$ cat config.mk
export PLATFORM = sky130hd
export DESIGN_NAME = base64_encoder
export DESIGN_NICKNAME = d
export VERILOG_FILES = /design/src/hw/rtl/b64enc_pkg.sv /design/src/hw/rtl/b64enc_front.sv /design/src/hw/rtl/b64enc_fifo.sv /design/src/hw/rtl/b64enc_back.sv /design/src/hw/rtl/base64_encoder.sv
export SDC_FILE = /design/constraint.sdc
export NUM_CORES = 1
export LEC_CHECK = 0
export BUFFER_PORTS_ARGS = -buffer_cell sky130_fd_sc_hd__buf_4
export CORE_MARGIN = 5
export CORE_UTILIZATION = 30
export CTS_BUF_LIST = sky130_fd_sc_hd__clkbuf_8
export CTS_CLUSTER_DIAMETER = 40
export DETAILED_ROUTE_END_ITERATION = 10
export SYNTH_ARGS = -nofsm -noshare
export SYNTH_HDL_FRONTEND = slang
export SYNTH_HIERARCHICAL = 1
export SYNTH_SLANG_ARGS = --single-unit
export TNS_END_PERCENT = 1
$ cat constraint.sdc
create_clock -name aclk -period 6.34 [get_ports aclk]
set_clock_uncertainty 0.1 [all_clocks]
set_input_delay 1.268 -clock aclk [delete_from_list [all_inputs] [get_ports aclk]]
set_output_delay 1.268 -clock aclk [all_outputs]
set_load 0.02 [all_outputs]
$ cat src/hw/rtl/b64enc_pkg.sv
package b64enc_pkg;

    localparam logic [6:0] CHAR_UPPER_A = 7'h41;
    localparam logic [6:0] CHAR_LOWER_A = 7'h61;
    localparam logic [6:0] CHAR_DIGIT_0 = 7'h30;
    localparam logic [6:0] CHAR_PLUS    = 7'h2b;
    localparam logic [6:0] CHAR_SLASH   = 7'h2f;
    localparam logic [6:0] CHAR_PAD     = 7'h3d;

    localparam logic [5:0] SEXT_LOWER_BASE = 6'd26;
    localparam logic [5:0] SEXT_DIGIT_BASE = 6'd52;
    localparam logic [5:0] SEXT_PLUS       = 6'd62;

    localparam logic [1:0] POS_FIRST  = 2'd0;
    localparam logic [1:0] POS_SECOND = 2'd1;
    localparam logic [1:0] POS_THIRD  = 2'd2;
    localparam logic [1:0] POS_SPARE  = 2'd3;

    localparam logic [1:0] CHAR_IDX_LAST = 2'd3;

    // one encoded group waiting for the output side
    typedef struct packed {
        logic [3:0][5:0] sext;
        logic [1:0]      pos;
        logic            last;
    } b64enc_grp_t;

    typedef struct packed {
        logic full;
        logic empty;
    } b64enc_qstat_t;

    function automatic logic [6:0] sextet_char(input logic [5:0] v);
        logic [6:0] w;
        w = {1'b0, v};
        if (v < SEXT_LOWER_BASE) begin
            return CHAR_UPPER_A + w;
        end else if (v < SEXT_DIGIT_BASE) begin
            return CHAR_LOWER_A + w - {1'b0, SEXT_LOWER_BASE};
        end else if (v < SEXT_PLUS) begin
            return CHAR_DIGIT_0 + w - {1'b0, SEXT_DIGIT_BASE};
        end else if (v == SEXT_PLUS) begin
            return CHAR_PLUS;
        end else begin
            return CHAR_SLASH;
        end
    endfunction

endpackage

$ cat src/hw/rtl/b64enc_front.sv
module b64enc_front
    import b64enc_pkg::*;
(
    input  logic          aclk,
    input  logic          aresetn,
    input  logic          in_fire,
    input  logic [7:0]    in_byte,
    input  logic          in_last,
    output logic          push,
    output b64enc_grp_t   grp
);

    logic [1:0] pos_reg, pos_next;
    logic [7:0] held_reg [2];
    logic [1:0] pos_eff;
    logic       complete;
    logic [7:0] b0, b1, b2;

    assign pos_eff  = (pos_reg == POS_SPARE) ? POS_THIRD : pos_reg;
    assign complete = in_last || (pos_eff == POS_THIRD);

    always_comb begin
        b0 = (pos_eff == POS_FIRST) ? in_byte : held_reg[0];
        if (pos_eff == POS_SECOND) begin
            b1 = in_byte;
        end else if (pos_eff == POS_THIRD) begin
            b1 = held_reg[1];
        end else begin
            b1 = 8'h00;
        end
        b2 = (pos_eff == POS_THIRD) ? in_byte : 8'h00;
    end

    always_comb begin
        grp.sext[0] = b0[7:2];
        grp.sext[1] = {b0[1:0], b1[7:4]};
        grp.sext[2] = {b1[3:0], b2[7:6]};
        grp.sext[3] = b2[5:0];
        grp.pos     = pos_eff;
        grp.last    = in_last;
    end

    assign push = in_fire && complete;

    always_comb begin
        pos_next = pos_reg;
        if (in_fire) begin
            pos_next = complete ? POS_FIRST : pos_eff + 2'd1;
        end
    end

    always_ff @(posedge aclk) begin
        if (!aresetn) begin
            pos_reg <= POS_FIRST;
        end else begin
            pos_reg <= pos_next;
        end
    end

    always_ff @(posedge aclk) begin
        if (in_fire && !complete) begin
            held_reg[pos_eff[0]] <= in_byte;
        end
    end

endmodule

$ cat src/hw/rtl/b64enc_fifo.sv
module b64enc_fifo
    import b64enc_pkg::*;
#(
    parameter int DEPTH = 2
) (
    input  logic          aclk,
    input  logic          aresetn,
    input  logic          push,
    input  b64enc_grp_t   push_grp,
    input  logic          pop,
    output b64enc_grp_t   head_grp,
    output b64enc_qstat_t stat
);

    localparam int AW = (DEPTH > 1) ? $clog2(DEPTH) : 1;
    localparam int CW = $clog2(DEPTH + 1);

    b64enc_grp_t    mem [DEPTH];
    logic [AW-1:0]  wr_ptr_reg, wr_ptr_next;
    logic [AW-1:0]  rd_ptr_reg, rd_ptr_next;
    logic [CW-1:0]  count_reg, count_next;
    logic           do_push, do_pop;

    assign stat.full  = (count_reg == CW'(DEPTH));
    assign stat.empty = (count_reg == '0);
    assign do_push    = push && !stat.full;
    assign do_pop     = pop && !stat.empty;
    assign head_grp   = mem[rd_ptr_reg];

    always_comb begin
        wr_ptr_next = wr_ptr_reg;
        rd_ptr_next = rd_ptr_reg;
        count_next  = count_reg;
        if (do_push) begin
            wr_ptr_next = (wr_ptr_reg == AW'(DEPTH - 1)) ? '0 : wr_ptr_reg + AW'(1);
        end
        if (do_pop) begin
            rd_ptr_next = (rd_ptr_reg == AW'(DEPTH - 1)) ? '0 : rd_ptr_reg + AW'(1);
        end
        if (do_push && !do_pop) begin
            count_next = count_reg + CW'(1);
        end else if (do_pop && !do_push) begin
            count_next = count_reg - CW'(1);
        end
    end

    always_ff @(posedge aclk) begin
        if (!aresetn) begin
            wr_ptr_reg <= '0;
            rd_ptr_reg <= '0;
            count_reg  <= '0;
        end else begin
            wr_ptr_reg <= wr_ptr_next;
            rd_ptr_reg <= rd_ptr_next;
            count_reg  <= count_next;
        end
    end

    always_ff @(posedge aclk) begin
        if (do_push) begin
            mem[wr_ptr_reg] <= push_grp;
        end
    end

endmodule

$ cat src/hw/rtl/b64enc_back.sv
module b64enc_back
    import b64enc_pkg::*;
(
    input  logic          aclk,
    input  logic          aresetn,
    input  b64enc_qstat_t qstat,
    input  b64enc_grp_t   head_grp,
    output logic          pop,
    output logic          out_valid,
    input  logic          out_ready,
    output logic [6:0]    out_char,
    output logic          out_eog,
    output logic          out_eom
);

    logic        cur_valid_reg, cur_valid_next;
    b64enc_grp_t cur_reg;
    logic [1:0]  idx_reg, idx_next;
    logic        finish;
    logic        is_pad;

    assign finish = cur_valid_reg && out_ready && (idx_reg == CHAR_IDX_LAST);
    assign pop    = !qstat.empty && (!cur_valid_reg || finish);

    // characters past pos + 1 are padding
    assign is_pad = ({1'b0, idx_reg} > ({1'b0, cur_reg.pos} + 3'd1));

    assign out_valid = cur_valid_reg;
    assign out_char  = is_pad ? CHAR_PAD : sextet_char(cur_reg.sext[idx_reg]);
    assign out_eog   = (idx_reg == CHAR_IDX_LAST);
    assign out_eom   = out_eog && cur_reg.last;

    always_comb begin
        cur_valid_next = cur_valid_reg;
        idx_next       = idx_reg;
        if (cur_valid_reg && out_ready) begin
            idx_next = idx_reg + 2'd1;
        end
        if (pop) begin
            cur_valid_next = 1'b1;
            idx_next       = '0;
        end else if (finish) begin
            cur_valid_next = 1'b0;
        end
    end

    always_ff @(posedge aclk) begin
        if (!aresetn) begin
            cur_valid_reg <= 1'b0;
            idx_reg       <= '0;
        end else begin
            cur_valid_reg <= cur_valid_next;
            idx_reg       <= idx_next;
        end
    end

    always_ff @(posedge aclk) begin
        if (pop) begin
            cur_reg <= head_grp;
        end
    end

endmodule

$ cat src/hw/rtl/base64_encoder.sv
// channel   dir  handshake          payload
// s_        in   s_tvalid/s_tready  s_tdata = data_byte, s_tlast = last_byte
// m_        out  m_tvalid/m_tready  m_tdata = out_char, m_tuser = end_of_group,
//                                   m_tlast = end_of_message
//
// one byte is taken per cycle while the group queue has room
// each group of three bytes (or the final partial group) gives four characters,
// one per cycle from the output register while m_tready is high, so the output
// port sets the sustained rate of the block
// reset is synchronous and active low; it clears the group position, the queue
// and the output side, and the block is ready on the first cycle after it
// a stalled output fills the queue, after which s_tready drops
module base64_encoder
    import b64enc_pkg::*;
#(
    parameter int FIFO_DEPTH = 2
) (
    input  logic       aclk,
    input  logic       aresetn,
    input  logic       s_tvalid,
    output logic       s_tready,
    input  logic [7:0] s_tdata,   // [7:0] data_byte
    input  logic       s_tlast,
    output logic       m_tvalid,
    input  logic       m_tready,
    output logic [7:0] m_tdata,   // [6:0] out_char, [7] zero
    output logic       m_tuser,   // [0] end_of_group
    output logic       m_tlast
);

    b64enc_grp_t   push_grp;
    b64enc_grp_t   head_grp;
    b64enc_qstat_t qstat;
    logic          push;
    logic          pop;
    logic          in_fire;
    logic [6:0]    out_char;

    assign s_tready = !qstat.full;
    assign in_fire  = s_tvalid && s_tready;
    assign m_tdata  = {1'b0, out_char};

    b64enc_front u_front (
        .aclk     (aclk),
        .aresetn  (aresetn),
        .in_fire  (in_fire),
        .in_byte  (s_tdata),
        .in_last  (s_tlast),
        .push     (push),
        .grp      (push_grp)
    );

    b64enc_fifo #(
        .DEPTH (FIFO_DEPTH)
    ) u_fifo (
        .aclk     (aclk),
        .aresetn  (aresetn),
        .push     (push),
        .push_grp (push_grp),
        .pop      (pop),
        .head_grp (head_grp),
        .stat     (qstat)
    );

    b64enc_back u_back (
        .aclk      (aclk),
        .aresetn   (aresetn),
        .qstat     (qstat),
        .head_grp  (head_grp),
        .pop       (pop),
        .out_valid (m_tvalid),
        .out_ready (m_tready),
        .out_char  (out_char),
        .out_eog   (m_tuser),
        .out_eom   (m_tlast)
    );

endmodule

Word-level counts from Yosys, hierarchy flattened

Memory sizes are Yosys's and may differ from the RTL's. A register that Yosys moved wholly into a read port is not among the register bits.
Cells that the tools add are included.
W data, S select, Z words.

Memories: 2
Flip-flop bits (word level): 9
Bits in writable memories: 70
Logic and storage cells: 79

Memory list:

| name             | words | width | rd ports | clocked after memory_dff | wr ports | RTL line           | source |
|---|---|---|---|---|---|---|---|
| u_fifo.mem       | 2     | 27    | 1        | 1                        | 1        | b64enc_fifo.sv:18  | `b64enc_grp_t mem [DEPTH];` |
| u_front.held_reg | 2     | 8     | 2        | 0                        | 1        | b64enc_front.sv:14 | `logic [7:0] held_reg [2];` |

Reduce and logical (&&, ||, !) cells: 24
Add/subtract/negate cells: 12
$lt $le $gt $ge: 5
Equality and inequality tests: 6
Bitwise gates (word level): 1
Multiplexer cells: 23

Operator list:

| operator              | count |
|---|---|
| $mux W8               | 4 |
| $mux W7               | 4 |
| $add A7 B6 Y7 const A | 2 |
| $bmux W6 S2           | 1 |
| $lt A6 B6 Y1 const B  | 2 |
| $logic_and A1 B1 Y1   | 11 |
| $eq A2 B2 Y1 const B  | 4 |
| $mux W1               | 8 |
| $mux W2               | 4 |
| $add A6 B6 Y7 const A | 1 |
| $sub A7 B5 Y7 const B | 1 |
| $sub A7 B6 Y7 const B | 1 |
| $add A2 B1 Y2 const B | 3 |
| $eq A6 B6 Y1 const B  | 1 |
| $logic_not A1 Y1      | 6 |
| $lt A6 B5 Y1 const B  | 1 |
| $mux W6               | 1 |
| $logic_not A2 Y1      | 2 |
| $reduce_bool A2 Y1    | 2 |
| $add A2 B1 Y3 const B | 1 |
| $gt A2 B3 Y1          | 1 |
| $lt A2 B3 Y1 const B  | 1 |
| $mux W3               | 1 |
| $add A1 B1 Y1 const B | 2 |
| other kinds (5)       | 6 |

Logic depth before layout (Yosys ltp)

Gate-level depths: netlist of run 1.

Depth in word-level cells: 10
Depth in mapped cells: 10
Depth with buffers taken out: 10

Cells and area by module

The synthesis of run 1 kept the hierarchy.

By module, submodules not included:

| module         | area each (µm²) | times used | sequential area each (µm²) | cells an instance |
|---|---|---|---|---|
| b64enc_fifo    | 2179.6          | 1          | 1721.7                     | 109 |
| b64enc_back    | 1601.5          | 1          | 870.8                      | 121 |
| b64enc_front   | 884.6           | 1          | 520.5                      | 56 |
| base64_encoder | 21.3            | 1          | 0.0                        | 4 |

Worst setup path after synthesis of run 1

No wires, ideal clock.

Kind: input port to flip-flop
Start point: input m_tready
End point: register u_fifo.count_reg[1]
Stages on the path: 6
Path slack: 2464 ps
Buffers on the path: 0
Data required time: 6170 ps
Data arrival time: 3706 ps
Path through: a21boi_0 > nor2_1 > o21ai_1 > ha_1 > or3_1 > a21boi_1

Longest elaborated chain between the ends: 8
Elaborated cells between the ends (all ways): 10
Classes of those cells: mux: 1; reduce/logical: 9

Ends and longest elaborated chain:

| element                                              | RTL line             | source |
|---|---|---|
| start: declaration                                   | base64_encoder.sv:25 | `input logic m_tready,` |
| $logic_and A1 B1 Y1 * (2 in a row)                   | b64enc_back.sv:22    | `assign finish = cur_valid_reg && out_ready && (idx_reg == CHAR_IDX_LAST);` |
| $logic_or A1 B1 Y1 *                                 | b64enc_back.sv:23    | `assign pop = !qstat.empty && (!cur_valid_reg \|\| finish);` |
| $logic_and A1 B1 Y1 *                                | b64enc_back.sv:23    |  |
| net pop                                              | base64_encoder.sv:35 | `logic pop;` |
| $logic_and A1 B1 Y1 *                                | b64enc_fifo.sv:27    | `assign do_pop = pop && !stat.empty;` |
| $logic_not A1 Y1                                     | b64enc_fifo.sv:40    | `if (do_push && !do_pop) begin` |
| $logic_and A1 B1 Y1                                  | b64enc_fifo.sv:40    |  |
| $mux W2 / $reduce_bool A2 Y1 (equally long branches) | n/a                  |  |
| end signal: assignment                               | b64enc_fifo.sv:55    | `count_reg <= count_next;` |
| end: declaration                                     | b64enc_fifo.sv:21    | `logic [CW-1:0] count_reg, count_next;` |

Mark *: on every way through the listed nets, which the timed path passes. The rest lies on a longest branch.
A chain may end at the register's enable or synchronous reset.

Worst setup path after layout of run 1

Start point: register u_back.idx_reg[0]
End point: output m_tdata[5]

Longest elaborated chain between the ends: 8
Elaborated cells between the ends (all ways): 15
Classes of those cells: add/sub: 5; order compare: 4; mux: 6

Ends and longest elaborated chain:

| element                       | RTL line             | source |
|---|---|---|
| start: declaration            | b64enc_back.sv:18    | `logic [1:0] idx_reg, idx_next;` |
| start signal: assignment      | b64enc_back.sv:53    | `idx_reg <= idx_next;` |
| $bmux W6 S2                   | b64enc_back.sv:29    | `assign out_char = is_pad ? CHAR_PAD : sextet_char(cur_reg.sext[idx_reg]);` |
| $mux W6 (implied by the code) | b64enc_back.sv:29    |  |
| $add A6 B6 Y7                 | b64enc_pkg.sv:41     | `return CHAR_DIGIT_0 + w - {1'b0, SEXT_DIGIT_BASE};` |
| $sub A7 B6 Y7                 | b64enc_pkg.sv:41     |  |
| $mux W7                       | b64enc_pkg.sv:40     | `end else if (v < SEXT_PLUS) begin` |
| $mux W7                       | b64enc_pkg.sv:38     | `end else if (v < SEXT_DIGIT_BASE) begin` |
| $mux W7                       | b64enc_pkg.sv:36     | `if (v < SEXT_LOWER_BASE) begin` |
| $mux W7 *                     | b64enc_back.sv:29    |  |
| end: declaration              | base64_encoder.sv:26 | `output logic [7:0] m_tdata,` |

Mark *: on every way between the ends. The rest lies on a longest branch, timed or not. The select of a mux whose other input is x is not followed.

==> results of run 1 <==
cells by family after synthesis:
kind of cell             count (synthesis)  share of synthesized area [%]
AO/OA/AOI/OAI                           43                          6.834
XOR/XNOR                                 6                          1.121
adder cells (fa/ha/maj)                 10                          2.670
buffers and inverters                   29                          3.550
flip-flops                             107                          66.42
multiplexers                            41                          12.09
other                                    1                        0.08001
AND/OR/NAND/NOR                         53                          7.234
worst max-delay path, delay by kind of cell, from the launching register on:
kind | cells | cell delay [ns]
AO/OA/AOI/OAI | 1 | 0.20
adder cells (fa/ha/maj) | 1 | 0.32
buffers and inverters | 1 | 0.16
flip-flops | 1 | 0.59
multiplexers | 1 | 0.73
AND/OR/NAND/NOR | 3 | 0.81
power by group through the flow:
| stage | Sequential [mW] | Clock, mW | Combinational, mW |
|---|---|---|---|
| after floorplan | 1.01 | 0 | 0.647 |
| after global placement | 1.03 | 0 | 0.851 |
| after detailed placement | 1.04 | 0 | 0.865 |
| after CTS | 1.02 | 0.417 | 0.870 |
| after global routing | 1.04 | 0.444 | 0.951 |
| final | 1.02 | 0.401 | 0.866 |
final cells by class:
| type | count | area, µm² | share of cell area, % |
|---|---|---|---|
| Clock buffer | 9 | 123.9 | 2.363 |
| Clock inverter | 7 | 68.82 | 1.313 |
| Inverter | 14 | 52.55 | 1.003 |
| Multi-Input combinational cell | 154 | 1416 | 27.02 |
| Sequential cell | 107 | 3113 | 59.39 |
| Tap cell | 211 | 264.0 | 5.037 |
| Timing Repair Buffer | 27 | 202.7 | 3.867 |
metal layers:
metal | part of all wire, % | global-route usage (%) | vias up
met2 | 46 | 14.15 | 38
met3 | 3.1 | 1.975 | 10
met4 | 2.0 | 4.367 | 0
li1 | - | - | 1157
met1 | 48 | 12.35 | 1160
met5 | 0 | 0 | -
placed cells by master (no fill, tap or decap), types with 3 or more instances in the layout:
| cell type | netlist | routed |
|---|---|---|
| edfxtp_1 | 97 | 97 |
| mux2_2 | 27 | 27 |
| a22o_1 | 8 | 8 |
| a21oi_1 | 4 | 4 |
| nor2b_1 | 6 | 6 |
| ha_1 | 10 | 10 |
| o21a_1 | 6 | 6 |
| nor2_1 | 4 | 3 |
| xnor2_1 | 5 | 5 |
| mux4_2 | 4 | 4 |
| a31oi_1 | 4 | 4 |
| clkbuf_8 | 0 | 9 |
| nand3_1 | 5 | 5 |
| nor3_1 | 3 | 3 |
| and2_1 | 14 | 14 |
| o21ai_0 | 4 | 4 |
| nand2_1 | 5 | 5 |
| buf_4 | 6 | 27 |
| inv_1 | 13 | 14 |
| mux2_4 | 8 | 8 |
| dfxtp_1 | 10 | 10 |
path summary, 6_finish.rpt:
check                           slack (ns)             endpoint                 from
worst min register to register        0.44  u_fifo/count_reg[1]  u_fifo/count_reg[1]
worst max register to register        3.98  u_fifo/count_reg[1]   u_front/pos_reg[1]
worst min-delay path                  0.44  u_fifo/count_reg[1]  u_fifo/count_reg[1]
worst max-delay path                  1.81           m_tdata[5]    u_back/idx_reg[0]
per-stage QoR:
step,power [mW],utilization [%],instance area [µm²]
final,2.284,34.35,5241
after global routing,2.433,34.35,5241
after CTS,2.310,34.35,5241
after detailed placement,1.904,33.09,5049
after global placement,1.883,33.09,5049
after floorplan,1.661,-,4687
==> results.py, run 1 <==
metrics = {
    "worst_setup_path": {
        "start_kind": "register",
        "cp.arrival_ns": 3.16,
        "cpPeakStageDelay_ns": 0.73,
        "slowest_stage": "mux4_1",
        "cp.required_ns": 4.97,
        "crit_chain": "mux4_1 -> ha_1 -> or2_2 -> o211ai_1 -> nor4_1 -> or3_1 -> buf_4",
        "cp_max_fo": 8,
        "path_class": "reg -> out",
        "end_kind": "output port",
        "r2r_cells": 6,
    },
    "floorplan": {
        "fp.coreArea_mm2": 0.01526,
        "die_w_um": 135.0,
        "die_area_mm2": 0.01822,
        "fp-row-count": 45,
        "io_pins": 25,
        "die-height_um": 135.0,
        "start_util_pct": 30.72,
    },
    "power_and_ir_drop": {
        "p_leak_nw": 1.837,
        "clkPwrFrac_pct": 17.6,
        "switching_share_pct": 33.61,
        "p_int_mw": 1.517,
        "seqPwrFrac_pct": 44.5,
        "vdd_ir_drop_max_uv": 242.2,
        "p_switching_mw": 0.7677,
        "pwr_density_cell_mw_per_mm2": 435.8,
        "p_comb_share_pct": 37.9,
    },
    "run": {
        "maxCapViolCount": 0,
    },
    "place": {
        "place_ws_ns": 2.183,
        "dp_hpwl_um": 5231,
        "portBuffers": 23,
        "gp_congestion": 0.8318,
        "dp_cells": 513,
    },
    "routing": {
        "wirelength_um": 7885,
        "wl_per_cell_um": 14.91,
        "drtAntennaViolNets": 0,
        "drt_iter0_markers": 119,
        "first_pass_iters": 4,
        "viasPerCell": 4.471,
        "drc": 0,
        "vias": 2365,
    },
    "final_layout": {
        "final_cell_count_no_fill": 529,
        "layout.nets": 336,
        "fillers": 1418,
        "syn_to_final_growth_pct": 11.83,
        "largest_reg_flops": 54,
        "antennaDiodeCount": 0,
        "drive_above_1_share_pct": 27.67,
    },
    "yosys": {
        "netlist_top_cells_area": "edfxtp_1 62%, mux2_2 6.5%, dfxtp_1 4.3%",
        "yosysSeqAreaShare_pct": 66.42,
        "ys_ff_latch": 107,
        "synth_edf_count": 97,
        "synth_most_common_cell": "edfxtp_1",
        "ys_warn_count": 6,
        "synthCells": 290,
        "synth_common_cells": "97 x edfxtp_1, 27 x mux2_2, 14 x and2_1",
        "synthDistinctLibCells": 56,
        "ys.flop_type": "edfxtp_1",
        "synth_nets": 313,
        "synth_top_area_share_pct": 62.15,
        "yosysTopAreaCell": "edfxtp_1",
        "synth.avg_cell_area_um2": 16.16,
        "async_flop_share_pct": 0,
        "syn_area_mm2": 0.004687,
    },
    "global_route": {
        "grt_max_degree": 29,
        "grt_use_total_pct": 9.177,
        "grt_pass1_wl_um": 12980,
        "grt-ovfl-total": 0,
        "antenna_found_initial": 0,
        "grt_pass1_vias": 2418,
    },
    "sta": {
        "drv_slew": 0,
        "slew_headroom_pct": 37.55,
        "tightestPinTransition_ns": 0.9354,
        "rsz0062_at_grt": "no",
        "worst_hold_slack_ns": 0.4397,
        "setup_viol": 0,
        "fin_crit_sh_pct": 71.49,
        "tns_ns": 0,
        "worst_slack_ns": 1.808,
        "min_period_ns": 4.532,
        "timing.fmax_mhz": 220.6,
        "finalHoldViolCount": 0,
    },
    "clock_network": {
        "tritoncts": "built",
        "clk_latency_ns": 0.36,
        "clockRootBuffer": "clkbuf_8",
        "hold_buffers": 0,
        "cts_buffers": 9,
        "postCtsResizedCells": 0,
        "h-tree-depth": 3,
        "cts_setup_buffers": 0,
        "clkTransAtPathRegs_ns": 0.09,
        "cts_buffer_depth": 2,
        "cts_sinks": 107,
    },
    "worst_hold_path": {
        "hold_depth": 2,
        "worstHoldPathType": "reg -> reg",
    },
    "run_status": {
        "status": "complete, no violations",
    },
}
No activity file was read; power rests on OpenSTA's default activity.
==> run 2, diff against run 1 <==
Clock period 6.34 ns to 3.7 ns, I/O delays scaled along.
==> run 2 against run 1 <==
Effect of this change:
- sequential power increased by 74%
- sequential share of layout area down 0.27 points
- final cell count rose by 1.3%
- non-clock buffer count is 7 higher
- wire length decreased by 1.2%
- first-iteration DRC count down 35%
- largest power group unchanged
==> results.py, run 2 (synthesized netlist as in run 1, its figures left out) <==
metrics = {
    "global_route": {
        "grt-ovfl-total": 0,
        "grt_pass1_wl_um": 12700,
        "antenna_found_initial": 0,
        "grt_pass1_vias": 2414,
        "grt_use_total_pct": 9.061,
        "grt_max_degree": 29,
    },
    "routing": {
        "wirelength_um": 7787,
        "drc": 0,
        "drtAntennaViolNets": 0,
        "viasPerCell": 4.442,
        "vias": 2381,
        "drt_iter0_markers": 77,
        "wl_per_cell_um": 14.53,
        "first_pass_iters": 4,
    },
    "sta": {
        "min_period_ns": 3.559,
        "rsz0062_at_grt": "no",
        "setup_viol": 0,
        "timing.fmax_mhz": 281.0,
        "finalHoldViolCount": 0,
        "tightestPinTransition_ns": 1.023,
        "slew_headroom_pct": 31.73,
        "fin_crit_sh_pct": 96.20,
        "drv_slew": 0,
        "worst_slack_ns": 0.1407,
        "tns_ns": 0,
        "worst_hold_slack_ns": 0.4233,
    },
    "run": {
        "maxCapViolCount": 0,
    },
    "place": {
        "gp_congestion": 0.8296,
        "portBuffers": 23,
        "dp_hpwl_um": 5412,
        "dp_cells": 515,
        "place_ws_ns": 0.2061,
    },
    "worst_hold_path": {
        "worstHoldPathType": "reg -> reg",
    },
    "clock_network": {
        "clkTransAtPathRegs_ns": 0.09,
        "cts_buffers": 9,
        "h-tree-depth": 3,
        "clk_latency_ns": 0.37,
        "tritoncts": "built",
        "cts_sinks": 107,
        "cts_buffer_depth": 2,
        "clockRootBuffer": "clkbuf_8",
    },
    "floorplan": {
        "die_area_mm2": 0.01822,
        "die_w_um": 135.0,
        "io_pins": 25,
        "start_util_pct": 30.72,
        "die-height_um": 135.0,
        "fp-row-count": 45,
        "fp.coreArea_mm2": 0.01526,
    },
    "final_layout": {
        "drive_above_1_share_pct": 29.85,
        "antennaDiodeCount": 0,
        "syn_to_final_growth_pct": 12.47,
        "layout_commonest_cell": "edfxtp_1",
        "layout.nets": 343,
        "largest_reg_flops": 54,
        "final_cell_count_no_fill": 536,
        "mostFrequentLayoutCells": "97 x edfxtp_1, 33 x buf_4, 27 x mux2_2",
    },
    "worst_setup_path": {
        "cp.arrival_ns": 2.72,
        "cp_max_fo": 8,
        "end_kind": "output port",
        "cp.required_ns": 2.86,
        "start_kind": "register",
        "path_class": "reg -> out",
    },
    "power_and_ir_drop": {
        "vdd_ir_drop_max_uv": 464.0,
        "pwr_density_cell_mw_per_mm2": 737.2,
        "p_leak_nw": 1.856,
    },
    "run_status": {
        "status": "complete, no violations",
    },
}
==> run 2: power by group <==
part	internal [mW]	total [mW]	switching [mW]
clock network	0.238	0.606	0.368
registers	1.65	1.77	0.118
logic	0.682	1.51	0.830
==> run 2: path summary, 6_finish.rpt <==
path | from | end | slack [ns] | cells after the start
worst max-delay path | u_back/cur_reg[23] | m_tdata[1] | 0.14 | 10
worst min-delay path | u_back/out_valid | u_back/idx_reg[1] | 0.42 | 2
worst max register to register | u_fifo/count_reg[0] | u_fifo/count_reg[1] | 1.33 | 9
worst min register to register | u_back/out_valid | u_back/idx_reg[1] | 0.42 | 2
==> run 2: layout make-up <==
type | count | area [µm²]
fillers | 1456 | 9987
flip-flops and latches | 107 | 3117
multi-input cells | 154 | 1418
well taps | 211 | 264.0
repair buffers | 34 | 259.0
clock buffers | 9 | 123.9
inverters | 14 | 52.55
clock inverters | 7 | 37.54
==> run 2: critical path, cell delays in order, from the launching register on <==
cell and delay [ns]:
edfxtp_1 0.41, mux4_2 0.51, buf_6 0.16, inv_1 0.07, ha_2 0.17, or2_2 0.11, o211ai_1 0.12, buf_4 0.18
a221o_1 0.31, a31oi_1 0.16, buf_4 0.16
==> run 2: timing repair <==
action	in CTS	in global routing
hold buffers	0	0
buffers inserted	2	3
endpoints found under the hold margin	0	0
setup endpoints to repair	5	3
resized for setup	2	4
==> run 2: metal layers <==
metal  GRT usage, %  vias up  share of wire [%]
li1               -     1169                  -
met5              0        -                  0
met2          14.70       49                 48
met3          2.012       12                3.3
met4          4.535        0                2.4
met1          11.43     1151                 47
==> run 2: metrics by stage <==
step                      utilization (%)  cell area [µm²]  power (mW)
final                               34.55             5271       3.886
after global routing                34.55             5271       4.128
after CTS                           34.33             5238       3.900
after detailed placement            33.19             5064       3.269
after global placement              33.19             5064       3.227
after floorplan                         -             4687       2.847
